File: config.mk
export PLATFORM = sky130hd
export DESIGN_NAME = tds_controller
export DESIGN_NICKNAME = d
export VERILOG_FILES = /design/src/rtl/core/tds_pkg.sv /design/src/rtl/core/tds_controller.sv
export SDC_FILE = /design/constraint.sdc
export NUM_CORES = 1
export LEC_CHECK = 0
export BUFFER_PORTS_ARGS = -buffer_cell sky130_fd_sc_hd__buf_4
export CAP_MARGIN = 20
export CORE_UTILIZATION = 49
export CTS_BUF_LIST = sky130_fd_sc_hd__clkbuf_8
export CTS_CLUSTER_SIZE = 10
export DETAILED_ROUTE_END_ITERATION = 16
export GPL_TIMING_DRIVEN = 0
export PLACE_DENSITY = 0.95
export SYNTH_ARGS = -nofsm -noshare
export SYNTH_HDL_FRONTEND = slang
export SYNTH_SLANG_ARGS = --single-unit
File: constraint.sdc
create_clock -name clk -period 4.3 [get_ports clk]
set_input_delay 0.86 -clock clk [delete_from_list [all_inputs] [get_ports clk]]
set_output_delay 0.86 -clock clk [all_outputs]
set_load 0.02 [all_outputs]
File: src/rtl/core/tds_pkg.sv
// Shared types and constants for the task dependency scheduler.
// No dependencies; used by the controller, the datapath and the top level.
package tds_pkg;

    localparam int TASK_SLOTS          = 256;
    localparam int DEPENDENTS_PER_TASK = 16;

    localparam int TW  = $clog2(TASK_SLOTS);               // handle index bits
    localparam int PW  = $clog2(TASK_SLOTS + 1);           // pointer and count bits
    localparam int UW  = $clog2(DEPENDENTS_PER_TASK + 1);  // dependents count bits
    localparam int LAW = $clog2(TASK_SLOTS * DEPENDENTS_PER_TASK);
    localparam int FW  = 9;                                // in-flight counter bits

    localparam logic [2:0] KIND_APPEND   = 3'd0;
    localparam logic [2:0] KIND_DEP      = 3'd1;
    localparam logic [2:0] KIND_COMPLETE = 3'd2;
    localparam logic [2:0] KIND_POP      = 3'd3;
    localparam logic [2:0] KIND_RESET    = 3'd4;

    localparam logic [1:0] ST_OK        = 2'd0;
    localparam logic [1:0] ST_FULL      = 2'd1;
    localparam logic [1:0] ST_DEPS_FULL = 2'd2;
    localparam logic [1:0] ST_SEQ       = 2'd3;

    typedef struct packed {
        logic       capture;
        logic       append;
        logic       clear_cnt;
        logic       consume_dep;
        logic       flight_dec;
        logic       set_pend;
        logic       rd_used;
        logic       used_by_tid;
        logic       link;
        logic       idx_clr;
        logic       rd_list;
        logic       idx_inc;
        logic       rd_rem;
        logic       rem_by_list;
        logic       rem_update;
        logic       count_newly;
        logic       rd_fifo;
        logic       pop_take;
        logic       finish;
        logic [1:0] status;
    } tds_cmd_t;

    typedef struct packed {
        logic [2:0] kind;
        logic       deps_pending;
        logic       table_empty;
        logic       table_full;
        logic       dtask_unknown;
        logic       tid_unknown;
        logic       used_full;
        logic       walk_done;
        logic       fifo_ready;
        logic       out_free;
    } tds_sts_t;

endpackage

File: src/rtl/core/tds_controller.sv
// Controller: state machine that sequences each item through the datapath.
// Depends on tds_pkg; talks to tds_datapath through tds_cmd_t and tds_sts_t.
module tds_controller
(
    input  logic                clk,
    input  logic                rst_n,
    input  logic                in_valid,
    output logic                in_stall,
    input  tds_pkg::tds_sts_t   sts,
    output tds_pkg::tds_cmd_t   cmd
);

    typedef enum logic [3:0] {
        S_IDLE,
        S_EXEC,
        S_LINK_CHK,
        S_RELEASE,
        S_WALK,
        S_WALK_LIST,
        S_WALK_REM,
        S_POP,
        S_DONE
    } state_t;

    state_t     state_reg, state_next;
    logic [1:0] st_reg, st_next;

    assign in_stall = (state_reg != S_IDLE);

    // Decode state and status into datapath commands
    always_comb
    begin
        cmd        = '0;
        cmd.status = st_reg;
        state_next = state_reg;
        st_next    = st_reg;
        case (state_reg)
            S_IDLE:
            begin
                if (in_valid)
                begin
                    cmd.capture = 1'b1;
                    st_next     = tds_pkg::ST_OK;
                    state_next  = S_EXEC;
                end
            end
            S_EXEC:
            begin
                state_next = S_DONE;
                case (sts.kind)
                    tds_pkg::KIND_APPEND:
                    begin
                        if (sts.deps_pending)
                            st_next = tds_pkg::ST_SEQ;
                        else if (sts.table_full)
                            st_next = tds_pkg::ST_FULL;
                        else
                            cmd.append = 1'b1;
                    end
                    tds_pkg::KIND_DEP:
                    begin
                        if (!sts.deps_pending || sts.table_empty)
                        begin
                            st_next = tds_pkg::ST_SEQ;
                        end
                        else
                        begin
                            cmd.consume_dep = 1'b1;
                            cmd.set_pend    = 1'b1;
                            if (sts.dtask_unknown)
                            begin
                                st_next    = tds_pkg::ST_SEQ;
                                cmd.rd_rem = 1'b1;
                                state_next = S_RELEASE;
                            end
                            else
                            begin
                                cmd.rd_used = 1'b1;
                                state_next  = S_LINK_CHK;
                            end
                        end
                    end
                    tds_pkg::KIND_COMPLETE:
                    begin
                        if (sts.tid_unknown)
                        begin
                            st_next = tds_pkg::ST_SEQ;
                        end
                        else
                        begin
                            cmd.flight_dec  = 1'b1;
                            cmd.rd_used     = 1'b1;
                            cmd.used_by_tid = 1'b1;
                            cmd.idx_clr     = 1'b1;
                            state_next      = S_WALK;
                        end
                    end
                    tds_pkg::KIND_POP:
                    begin
                        if (sts.fifo_ready)
                        begin
                            cmd.rd_fifo = 1'b1;
                            state_next  = S_POP;
                        end
                    end
                    tds_pkg::KIND_RESET:
                    begin
                        cmd.clear_cnt = 1'b1;
                    end
                    default:
                    begin
                        st_next = tds_pkg::ST_SEQ;
                    end
                endcase
            end
            S_LINK_CHK:
            begin
                if (sts.used_full)
                begin
                    st_next    = tds_pkg::ST_DEPS_FULL;
                    cmd.rd_rem = 1'b1;
                    state_next = S_RELEASE;
                end
                else
                begin
                    cmd.link   = 1'b1;
                    state_next = S_DONE;
                end
            end
            S_RELEASE:
            begin
                cmd.rem_update = 1'b1;
                state_next     = S_DONE;
            end
            S_WALK:
            begin
                if (sts.walk_done)
                begin
                    state_next = S_DONE;
                end
                else
                begin
                    cmd.rd_list = 1'b1;
                    state_next  = S_WALK_LIST;
                end
            end
            S_WALK_LIST:
            begin
                cmd.rd_rem      = 1'b1;
                cmd.rem_by_list = 1'b1;
                cmd.idx_inc     = 1'b1;
                state_next      = S_WALK_REM;
            end
            S_WALK_REM:
            begin
                cmd.rem_update  = 1'b1;
                cmd.count_newly = 1'b1;
                state_next      = S_WALK;
            end
            S_POP:
            begin
                cmd.pop_take = 1'b1;
                state_next   = S_DONE;
            end
            S_DONE:
            begin
                if (sts.out_free)
                begin
                    cmd.finish = 1'b1;
                    state_next = S_IDLE;
                end
            end
            default:
            begin
                state_next = S_IDLE;
            end
        endcase
    end

    // Hold state and the pending status code
    always_ff @(posedge clk or negedge rst_n)
    begin
        if (!rst_n)
        begin
            state_reg <= S_IDLE;
            st_reg    <= tds_pkg::ST_OK;
        end
        else
        begin
            state_reg <= state_next;
            st_reg    <= st_next;
        end
    end

endmodule

==> qor.tcl <==
set qor(critical_path_buf_inv_count) 3
set qor(regToRegSetupSlack_ns) 2.72
set qor(global_route_wire_length_before_repair_mm) 2.566
set qor(final_net_count) 144
set qor(drt-pass1-iter-count) 4
set qor(cts_max_path_buffers) 2
set qor(postPlaceCellArea_sq_um) 972.2
set qor(design.die.area_sq_um) 1548
set qor(synthAdderAreaFrac_pct) 0
set qor(synth-compound-area-share_pct) 23.08
set qor(cts_resized) 0
set qor(antenna_cells_inserted) 0
set qor(ff2ff_path_depth) 5
set qor(post-route-min-period_ns) 2.891
set qor(cts.hold.buffers_added) 0
set qor(synth_top_family_by_area) {simple AND/OR/NAND/NOR gates}
set qor(htree_levels) 1
set qor(antenna_violations_before_repair) 0
set qor(clock_latency_ns) 0.22
set qor(final.setup.tns_ns) 0
set qor(io_pins) 37
set qor(routed_wire_length_per_instance_microns) 13.23
set qor(timing.critical_path.to_type) {output port}
set qor(std_cell_rows) 13
set qor(clock_skew_ns) 0.001057
set qor(cp_slowest_stage_delay_ns) 0.53
set qor(final_worst_path_period_share_pct) 67.23
set qor(outcome) {finished clean}
set qor(cts-buffers-inserted) 3
set qor(asyncSetResetFlopFracSynth_pct) 100.0
set qor(overflow) 0
set qor(synthXorXnorAreaFrac_pct) 1.282
set qor(die_height_microns) 39.34
set qor(netlist_instances) 88
set qor(worstPathRequired_ns) 3.44
set qor(cts_tree) {yes}
set qor(pin_count_of_the_biggest_net_entering_global_routing) 11
set qor(max_slew.worst_pin.slew_ns) 0.6044
set qor(most_frequent_cells_in_the_layout) {sky130_fd_sc_hd__buf_4, sky130_fd_sc_hd__nor2_1, sky130_fd_sc_hd__dfrtp_1}
set qor(antenna_violating_nets_post_route) 0
set qor(critical-path-slowest-cell) {sky130_fd_sc_hd__nor3_1}
set qor(largest_register_ffs) 4
set qor(hold_path_class) {input pin to async pin}
set qor(place.detailed.hpwl_mm) 1.435
set qor(netlist_area_sq_um) 683.2
set qor(drt-initial-drc-count) 18
set qor(report.final.setup_viol) 0
set qor(crit_chain) {buf_2 -> nor3_1 -> nand2_1 -> nor3_1 -> buf_4 -> buf_4}
set qor(criticalPathCategory) {register to output port}
set qor(timing.final.ws_setup_ns) 1.409
set qor(cp-start-kind) {register}
set qor(finalHoldViolations) 0
set qor(crit_path_max_fanout) 10
set qor(postRouteWirelength_mm) 1.879
set qor(setup_repair_after_global_routing_missed_its_margin) {no}
set qor(synthSimpleGateAreaFrac_pct) 41.94
set qor(floorplan.core_area_sq_um) 1301
set qor(cts.clk_slew.worst_paths_ns) 0.04
set qor(clock_tree.root_cell) {sky130_fd_sc_hd__clkbuf_8}
set qor(static_leakage_uw) 0.0005174
set qor(path_delay_family) {simple AND/OR/NAND/NOR gates}
set qor(worstSetupPathDepth) 6
set qor(reg2reg_to) {state_reg[0]$_DFFE_PN0P_}
set qor(via_per_inst) 5.789
set qor(final_max_slew_viol_count) 0
set qor(dp_worst_setup_slack_ns) 1.516
set qor(post-route-drc-count) 0
set qor(power_density_nw_per_um2) 481.1
set qor(initial_core_util_pct) 52.50
set qor(synth_edf_count) 0
set qor(yosys_most_used_dff) {sky130_fd_sc_hd__dfrtp_1}
set qor(number_of_global_route_vias_before_repair) 621
set qor(cts.sink_count) 6
set qor(gr-usage-all-layers_pct) 24.26
set qor(crit_start) {state_reg[2]$_DFFE_PN0P_}
set qor(num_vias) 822
set qor(final_layout_size_suffix_gt1_share_pct) 44.88
set qor(synth_sequential_area_ratio_pct) 21.98
set qor(flow.area_growth_from_synthesis_pct) 48.35
set qor(postSynthAreaPerCell_sq_um) 7.763
set qor(final_area_sq_um) 1013
set qor(peakVddDrop_mv) 0.2556
set qor(final_common_cell) {sky130_fd_sc_hd__buf_4}
set qor(postCtsSetupRepairBufs) 0
set qor(post_synth_num_cell_types) 45
set qor(synth.mux.area_fraction_pct) 1.465
set qor(reg2reg_from) {state_reg[3]$_DFFE_PN0P_}
set qor(gp_congestion) 0.7981
set qor(ys_seq_elements) 6
set qor(die_width_microns) 39.34
set qor(slew_headroom_pct) 59.40
set qor(synth_fp_nets) 103
set qor(yosysWarnings) 0
set qor(cap_violations) 0
set qor(port_buf_inserts) 36
set qor(worst_setup_path_endpoint) {cmd[13]}
set qor(max_freq_mhz) 345.9
set qor(totalPowerFinal_uw) 487.6
set qor(worst_hold_slack_ns) 0.4385
set qor(worst_ep_arrival_time_ns) 2.03
==> Yosys cell counts, types with 2 or more instances <==
| cell type | count | area share [%] |
|---|---|---|
| sky130_fd_sc_hd__a21oi_1 | 5 | 3.7 |
| sky130_fd_sc_hd__and3_1 | 3 | 2.7 |
| sky130_fd_sc_hd__and3_2 | 2 | 2.2 |
| sky130_fd_sc_hd__buf_2 | 2 | 1.5 |
| sky130_fd_sc_hd__buf_4 | 4 | 4.4 |
| sky130_fd_sc_hd__dfrtp_1 | 6 | 22 |
| sky130_fd_sc_hd__inv_1 | 4 | 2.2 |
| sky130_fd_sc_hd__nand2_1 | 5 | 2.7 |
| sky130_fd_sc_hd__nand2b_1 | 4 | 3.7 |
| sky130_fd_sc_hd__nand3b_1 | 2 | 2.2 |
| sky130_fd_sc_hd__nor2_1 | 11 | 6.0 |
| sky130_fd_sc_hd__nor3_1 | 2 | 1.5 |
| sky130_fd_sc_hd__nor3b_1 | 2 | 2.2 |
| sky130_fd_sc_hd__nor4_1 | 2 | 1.8 |
| sky130_fd_sc_hd__o21ai_0 | 2 | 1.5 |
| sky130_fd_sc_hd__o21bai_1 | 2 | 2.2 |
| sky130_fd_sc_hd__o22ai_1 | 2 | 1.8 |
==> kinds of logic (layout without fill, tap and decap cells) <==
family / Yosys count / count (layout)
and+or+nand+nor: 46 / 46
DFF: 6 / 6
muxes: 1 / 1
xor gates and xnor gates: 1 / 1
buffers and inverters: 12 / 51
AOI/OAI and AO/OA: 22 / 22
==> power breakdown <==
group	switching, uW	leakage [uW]	internal (uW)
clock	23.9	0.0000216	60.1
combinational	177	0.000419	138
sequential	10.1	0.0000772	78.8
==> worst min path at each step <==
| stage | from | end | slack, ns | depth (start not counted) |
|---|---|---|---|---|
| after floorplan | rst_n | st_reg[0]$_DFFE_PN0P_ | 0.56 | 0 |
| after global placement | st_reg[0]$_DFFE_PN0P_ | st_reg[0]$_DFFE_PN0P_ | 0.52 | 2 |
| after detailed placement | st_reg[0]$_DFFE_PN0P_ | st_reg[0]$_DFFE_PN0P_ | 0.54 | 2 |
| after CTS | rst_n | state_reg[3]$_DFFE_PN0P_ | 0.44 | 1 |
| after global routing | rst_n | state_reg[3]$_DFFE_PN0P_ | 0.44 | 1 |
| final | rst_n | state_reg[3]$_DFFE_PN0P_ | 0.44 | 1 |
==> final cells by class <==
class / count / area, sq um
tap: 15 / 18.77
inverter: 4 / 15.01
clock buffer: 3 / 41.29
multi-input combinational: 70 / 462.9
buffer: 8 / 55.05
timing repair buffer: 36 / 270.3
fill: 95 / 287.8
sequential: 6 / 150.1
==> through the flow <==
step           util [%]  std cells
6_report          77.88        142
3_5_place_dp      74.71        139
2_1_floorplan         -         88
5_1_grt           77.88        142
4_1_cts           77.88        142
3_3_place_gp      74.71        139
==> layer usage <==
metal,vias to the layer above,part of all wire (%),GRT usage (%)
met4,0,1.8,5.172
met3,9,5.4,3.409
met5,-,0,0
met1,377,41,28.72
li1,397,-,-
met2,39,52,45.42
Note: power is estimated with default switching activity, not from simulation.
